==> config.mk <==
export PLATFORM = sky130hd
export DESIGN_NAME = kana_script_converter
export DESIGN_NICKNAME = d
export VERILOG_FILES = /design/src/rtl/ksc_pkg.sv /design/src/rtl/kana_script_converter.sv /design/src/rtl/ksc_convert.sv
export SDC_FILE = /design/constraint.sdc
export NUM_CORES = 1
export LEC_CHECK = 0
export BUFFER_PORTS_ARGS = -buffer_cell sky130_fd_sc_hd__clkbuf_2
export CORE_AREA = 2 2 117 119
export DETAILED_ROUTE_END_ITERATION = 8
export DIE_AREA = 0 0 119 121
export GPL_ROUTABILITY_DRIVEN = 0
export PLACE_DENSITY = 0.46
export SLEW_MARGIN = 30
export SYNTH_ARGS = -nofsm -noshare
export SYNTH_HDL_FRONTEND = slang
export SYNTH_HIERARCHICAL = 1
export SYNTH_SLANG_ARGS = --single-unit
==> constraint.sdc <==
create_clock -name clk -period 4.6 [get_ports clk]
set_clock_uncertainty 0.15 [all_clocks]
set_input_delay 0.69 -clock clk [delete_from_list [all_inputs] [get_ports clk]]
set_output_delay 0.69 -clock clk [all_outputs]
set_load 0.03 [all_outputs]
==> src/rtl/ksc_pkg.sv <==
// Package for the kana script converter: code point constants, vowel class
// table and lookup function, direction codes and the input word type.
// No dependencies.
package ksc_pkg;

	// Code point and vowel class types
	typedef logic [20:0] code_t;
	typedef logic [2:0]  vowel_t;

	// Direction register codes
	typedef enum logic {
		DIR_HIRA_TO_KATA = 1'b0,
		DIR_KATA_TO_HIRA = 1'b1
	} dir_t;

	// Vowel classes
	localparam vowel_t VOWEL_NONE = 3'd0;
	localparam vowel_t VOWEL_A    = 3'd1;
	localparam vowel_t VOWEL_I    = 3'd2;
	localparam vowel_t VOWEL_U    = 3'd3;
	localparam vowel_t VOWEL_E    = 3'd4;
	localparam vowel_t VOWEL_O    = 3'd5;

	// Code point ranges and marks
	localparam code_t HIRA_START     = 21'h03041;
	localparam code_t HIRA_END       = 21'h03096;
	localparam code_t HIRA_TABLE_END = 21'h03093;
	localparam code_t KATA_START     = 21'h030A1;
	localparam code_t KATA_CONV_END  = 21'h030F4;
	localparam code_t KATA_TABLE_END = 21'h030F3;
	localparam code_t KATA_TAIL_END  = 21'h030FA;
	localparam code_t SMALL_KA       = 21'h030F5;
	localparam code_t SMALL_KE       = 21'h030F6;
	localparam code_t PROLONGED_MARK = 21'h030FC;
	localparam code_t SCRIPT_OFFSET  = 21'h00060;

	// Hiragana vowels that replace the prolonged mark
	localparam code_t HIRA_A = 21'h03042;
	localparam code_t HIRA_I = 21'h03044;
	localparam code_t HIRA_U = 21'h03046;
	localparam code_t HIRA_E = 21'h03048;

	localparam int TABLE_LEN = 83;

	// Vowel classes of 0x3041..0x3093 (same layout for katakana 0x30A1..0x30F3)
	localparam vowel_t KANA_VOWEL [0:TABLE_LEN-1] = '{
		3'd1, 3'd1, 3'd2, 3'd2, 3'd3, 3'd3, 3'd4, 3'd4, 3'd5, 3'd5,
		3'd1, 3'd1, 3'd2, 3'd2, 3'd3, 3'd3, 3'd4, 3'd4, 3'd5, 3'd5,
		3'd1, 3'd1, 3'd2, 3'd2, 3'd3, 3'd3, 3'd4, 3'd4, 3'd5, 3'd5,
		3'd1, 3'd1, 3'd2, 3'd2, 3'd3, 3'd3, 3'd3, 3'd4, 3'd4, 3'd5, 3'd5,
		3'd1, 3'd2, 3'd3, 3'd4, 3'd5,
		3'd1, 3'd1, 3'd1, 3'd2, 3'd2, 3'd2, 3'd3, 3'd3, 3'd3,
		3'd4, 3'd4, 3'd4, 3'd5, 3'd5, 3'd5,
		3'd1, 3'd2, 3'd3, 3'd4, 3'd5,
		3'd1, 3'd1, 3'd3, 3'd3, 3'd5, 3'd5,
		3'd1, 3'd2, 3'd3, 3'd4, 3'd5,
		3'd1, 3'd1, 3'd2, 3'd4, 3'd5, 3'd0
	};

	// Classes of katakana 0x30F4..0x30FA
	localparam vowel_t KATA_TAIL_VOWEL [0:6] = '{
		3'd3, 3'd1, 3'd4, 3'd1, 3'd2, 3'd4, 3'd5
	};

	// One input word
	typedef struct packed {
		code_t code_point;
		logic  start_of_text;
	} item_t;

	// Vowel class of a code point, none for anything outside the kana tables
	function automatic vowel_t vowel_of(input code_t c);
		code_t  off;
		vowel_t v;
		v = VOWEL_NONE;
		off = '0;
		if (c >= HIRA_START && c <= HIRA_TABLE_END) begin
			off = c - HIRA_START;
			v = KANA_VOWEL[off[6:0]];
		end else if (c >= KATA_START && c <= KATA_TABLE_END) begin
			off = c - KATA_START;
			v = KANA_VOWEL[off[6:0]];
		end else if (c >= KATA_CONV_END && c <= KATA_TAIL_END) begin
			off = c - KATA_CONV_END;
			v = KATA_TAIL_VOWEL[off[2:0]];
		end
		return v;
	endfunction

endpackage

==> src/rtl/kana_script_converter.sv <==
// Top level of the kana script converter: input register, conversion stage,
// output register, vowel class state and direction register.
// Depends on ksc_pkg and ksc_convert.
//
//  channel | signals                               | direction
//  --------+---------------------------------------+----------
//  input   | in_valid, in_stall, code_point,       | in
//          | start_of_text                         |
//  output  | out_valid, out_stall, converted_point | out
//  config  | cfg_valid, cfg_ready, direction       | in
//
// One word per cycle while the output is not held. An accepted word goes into
// the input register, then into the output register, from which it can leave;
// a held output can keep it in the input register. The conversion and the
// vowel class update are combinational between the two registers.
// Reset clears both valid flags, the vowel class and the direction (hiragana
// to katakana). A held output stalls the input register, and the input
// stalls only when both registers are full and the output is held.
module kana_script_converter (
	input  logic           clk,
	input  logic           arst_n,
	// input channel
	input  logic           in_valid,
	output logic           in_stall,
	input  ksc_pkg::code_t code_point,
	input  logic           start_of_text,
	// output channel
	output logic           out_valid,
	input  logic           out_stall,
	output ksc_pkg::code_t converted_point,
	// configuration channel
	input  logic           cfg_valid,
	output logic           cfg_ready,
	input  logic           direction
);
	import ksc_pkg::*;

	logic   valid_s1;
	item_t  item_s1;
	logic   valid_s2;
	code_t  result_s2;
	vowel_t prev_vowel_q;
	dir_t   dir_q;
	code_t  result;
	vowel_t result_vowel;
	logic   adv_s2;
	logic   adv_s1;

	// stage movement
	assign adv_s2   = !valid_s2 || !out_stall;
	assign adv_s1   = valid_s1 && adv_s2;
	assign in_stall = valid_s1 && !adv_s2;

	assign cfg_ready = 1'b1;

	// configuration register
	always_ff @(posedge clk or negedge arst_n) begin
		if (!arst_n) begin
			dir_q <= DIR_HIRA_TO_KATA;
		end else if (cfg_valid && cfg_ready) begin
			dir_q <= dir_t'(direction);
		end
	end

	// input register
	always_ff @(posedge clk or negedge arst_n) begin
		if (!arst_n) begin
			valid_s1 <= 1'b0;
		end else if (!in_stall) begin
			valid_s1 <= in_valid;
		end
	end

	always_ff @(posedge clk) begin
		if (in_valid && !in_stall) begin
			item_s1.code_point    <= code_point;
			item_s1.start_of_text <= start_of_text;
		end
	end

	ksc_convert u_convert (
		.item         (item_s1),
		.dir          (dir_q),
		.prev_vowel   (prev_vowel_q),
		.result       (result),
		.result_vowel (result_vowel)
	);

	// output register and remembered vowel class
	always_ff @(posedge clk or negedge arst_n) begin
		if (!arst_n) begin
			valid_s2     <= 1'b0;
			prev_vowel_q <= VOWEL_NONE;
		end else begin
			if (adv_s2)
				valid_s2 <= valid_s1;
			if (adv_s1)
				prev_vowel_q <= result_vowel;
		end
	end

	always_ff @(posedge clk) begin
		if (adv_s1)
			result_s2 <= result;
	end

	assign out_valid       = valid_s2;
	assign converted_point = result_s2;

endmodule

==> src/rtl/ksc_convert.sv <==
// Conversion logic for one code point: script shift, prolonged mark
// expansion and the vowel class of the result. Purely combinational.
// Depends on ksc_pkg.
module ksc_convert (
	input  ksc_pkg::item_t  item,
	input  ksc_pkg::dir_t   dir,
	input  ksc_pkg::vowel_t prev_vowel,
	output ksc_pkg::code_t  result,
	output ksc_pkg::vowel_t result_vowel
);
	import ksc_pkg::*;

	code_t  c;
	vowel_t prev_eff;
	code_t  prolonged;

	assign c = item.code_point;

	// start of text clears the remembered class before this word
	assign prev_eff = item.start_of_text ? VOWEL_NONE : prev_vowel;

	// replacement for the prolonged mark, unchanged when there is no class
	always_comb begin
		unique case (prev_eff)
			VOWEL_A: prolonged = HIRA_A;
			VOWEL_I: prolonged = HIRA_I;
			VOWEL_U: prolonged = HIRA_U;
			VOWEL_E: prolonged = HIRA_E;
			VOWEL_O: prolonged = HIRA_U;
			default: prolonged = c;
		endcase
	end

	// script conversion
	always_comb begin
		result = c;
		unique case (dir)
			DIR_HIRA_TO_KATA: begin
				if (c >= HIRA_START && c <= HIRA_END)
					result = c + SCRIPT_OFFSET;
			end
			DIR_KATA_TO_HIRA: begin
				priority if (c == SMALL_KA || c == SMALL_KE)
					result = c;
				else if (c == PROLONGED_MARK)
					result = prolonged;
				else if (c >= KATA_START && c <= KATA_CONV_END)
					result = c - SCRIPT_OFFSET;
				else
					result = c;
			end
			default: result = c;
		endcase
	end

	// class of this output, remembered for the next word
	assign result_vowel = vowel_of(result);

endmodule

==> summary.json <==
{
  "r2r_end": "prev_vowel_q[2]$_DFFE_PN0P_",
  "endpoint_required_time_on_the_critical_path_ns": 4.63,
  "max_used_layer": "met4",
  "post_dp_cell_area_um2": 3722,
  "antennaDiodeCount": 0,
  "syn_nets": 353,
  "fp-row-count": 42,
  "synth-seq-area-share_pct": 44.98,
  "cp_cell_sequence": "or4_1, or4_4, o41a_4, clkinv_4, ha_4, clkinv_2, xnor3_1, o221ai_1, o21a_1, nor2_1, o22a_1, a221o_1, mux2_2",
  "timing.reg2reg.setup_slack_ns": 0.19,
  "rsz_0062_raised_after_global_routing": "no",
  "hold_violations": 0,
  "clock_tree.root_cell": "clkbuf_16",
  "holdWs_ns": 0.06961,
  "final-instance-count-excl-fill": 531,
  "actual_transition_at_the_worst_max_transition_pin_ns": 0.8612,
  "total_length_of_routed_met2_wires_um": 3482,
  "grt_pass1_wl_um": 13180,
  "overflow": 0,
  "via_count_of_the_first_global_routing_pass": 2529,
  "r2r_start": "item_s1[12]$_DFFE_PP_",
  "area_growth_syn_to_layout_pct": 21.79,
  "worstSkewPairLatency_ns": 0.29,
  "yosys-top-cells-count": "edfxtp_1 (43), nor2_1 (27), clkbuf_1 (23)",
  "drcViolationCount": 0,
  "worst_path_max_delay_cell": "or4_4",
  "port_bufs": 50,
  "die_w_um": 119,
  "drive_gt1_share_pct": 30.42,
  "number_of_antenna_violations_at_the_first_check_in_global_routing": 0,
  "clock.fmax_ghz": 0.2268,
  "power.ir.vdd_worst_mv": 0.1669,
  "floorplan.die.height_um": 121,
  "yosys.area.top_type_share_pct": 40.30,
  "worst_slack_ns": 0.1908,
  "leakage_dissipation_nw": 1.550,
  "nets": 400,
  "grt_util_all_layers_pct": 11.35,
  "routed-via-count": 2525,
  "run_status": "completed",
  "post_synth_main_area_contributors": "edfxtp_1 (40%), ha_1 (7.0%), dfrtp_1 (4.7%)",
  "initial_utilization_pct": 24.49,
  "design_power_total_mw": 1.215,
  "synthCells": 307,
  "cts_buffers": 5,
  "yosysTopAreaCell": "edfxtp_1",
  "total_wirelength_um": 7799,
  "timing_worst_setup_path_type": "reg2reg",
  "setup-violations-final": 0,
  "via_per_inst": 4.755,
  "hold_fix_buffer_count_after_cts": 0,
  "timing.reg2reg.worst_path_depth": 13,
  "cts.path.max_buffers": 2,
  "route.met3.wl_um": 524,
  "holdCritPathClass": "in2async",
  "drv_cap": 0,
  "cts.sink_count": 49,
  "path_max_fanout": 8,
  "route.layer.met1.wl_um": 3715,
  "placed_cells": 523,
  "ys_seq_elements": 49,
  "synth.yosys.warnings": 6,
  "slowest_delay_ns": 0.59,
  "tritoncts": "built",
  "floorplan.die_area_um2": 14400,
  "firstDrtPassIters": 5,
  "syn_area_per_cell_um2": 10.44,
  "cp-start-kind": "flop",
  "count_leader_synth": "edfxtp_1",
  "power-per-cell-area_nw_per_um2": 311.2,
  "synth_edf_count": 43,
  "ant_nets": 0,
  "post-place-ws_ns": 0.1592,
  "ys_dominant_reg_cell": "edfxtp_1",
  "multi_input_comb_area_um2": 1643,
  "yosys.cell_types.count": 71,
  "final_hpwl_from_detailed_placement_um": 6161,
  "clk_pin_slew_worst_paths_ns": 0.07,
  "maximum_number_of_pins_on_one_net_before_global_route_repair": 25,
  "crit_path_end_kind": "flop",
  "final_cell_area_um2": 3902,
  "cp_data_arrival_time_ns": 4.44,
  "detailedRoute.firstIterationViolations": 148,
  "num-fill-cells": 1375,
  "final_util_pct": 29.82,
  "final_period_minus_worst_setup_slack_ns": 4.409,
  "level_count_of_the_clock_h_tree": 2,
  "setup_tns_ns": 0,
  "final_min_period_over_clock_period_pct": 95.85,
  "avgRoutedWirePerCell_um": 14.69,
  "async_reset_ff_share_pct": 12.24,
  "timing_max_transition_violations_final": 0,
  "design.core.area_um2": 13090,
  "synth_area_um2": 3204,
  "slew_headroom_pct": 42.44,
  "worst_setup_path_startpoint": "item_s1[12]$_DFFE_PP_",
  "regArea_um2": 1441,
  "top_level_ports": 52
}
==> critical path: cells and delay by family, from the launching register on <==
| family | cells | cell delay [ns] |
|---|---|---|
| DFF | 1 | 0.40 |
| AOI/OAI and AO/OA | 5 | 1.44 |
| buffers and inverters | 2 | 0.19 |
| adders and majority gates | 1 | 0.21 |
| muxes | 1 | 0.26 |
| and+or+nand+nor | 3 | 1.22 |
| xor gates and xnor gates | 1 | 0.42 |
==> sequential cells by signal (all words and copies together), names as in the netlist <==
register and flops:
dir_q 1, item_s1 22, valid_s1 1, prev_vowel_q 3, converted_point 21, out_valid 1
==> cell type report <==
type / count / area share (%)
clock buffers: 5 / 3.206
clock inverters: 3 / 0.7374
inverters: 14 / 1.507
multi-input cells: 216 / 42.10
flip-flops and latches: 49 / 36.93
well taps: 176 / 5.643
repair buffers: 68 / 9.875
==> how the worst max path moves through the flow <==
stage,endpoint
finish,prev_vowel_q[2]$_DFFE_PN0P_
global route,prev_vowel_q[2]$_DFFE_PN0P_
CTS,prev_vowel_q[2]$_DFFE_PN0P_
detailed placement,prev_vowel_q[2]$_DFFE_PN0P_
global placement,prev_vowel_q[2]$_DFFE_PN0P_
floorplan,prev_vowel_q[2]$_DFFE_PN0P_
==> cell usage in the layout, fill, tap and decap left out, types with 7 or more instances in the layout <==
master and count:
nor3_1 9, inv_1 11, nor2_1 27, a21oi_1 19, nand2_1 17, o21ai_0 12, mux2i_1 7, edfxtp_1 43
buf_4 18, mux2_2 8, clkbuf_2 50, ha_1 16
==> power by group <==
part | switching, mW | internal (mW) | leakage (nW) | total, mW
clock | 0.173 | 0.209 | 0.0763 | 0.382
sequential | 0.0212 | 0.521 | 0.488 | 0.543
combinational | 0.181 | 0.109 | 0.985 | 0.290
==> layer usage <==
layer / track usage [%] / vias to the layer above
li1: - / 1232
met1: 16.04 / 1197
met2: 17.24 / 90
met3: 2.867 / 6
met4: 2.976 / 0
met5: 0 / -
==> cells by family (layout without fill, tap and decap cells) <==
group	count (synthesis)	count (layout)	synth area share (%)
AND/OR/NAND/NOR	98	98	16.52
AO/OA/AOI/OAI	76	76	17.57
flip-flops	49	49	44.98
buffers and inverters	42	90	5.349
adder cells (fa/ha/maj)	18	18	7.029
multiplexers	15	15	4.998
XOR/XNOR	8	8	3.437
other	1	1	0.1170
==> repair_timing <==
action | 4_1_cts | 5_1_grt
resized for setup | 0 | 4
setup endpoints to repair | 0 | 3
buffers inserted | 0 | 0
(Power assumes the default switching activity.)
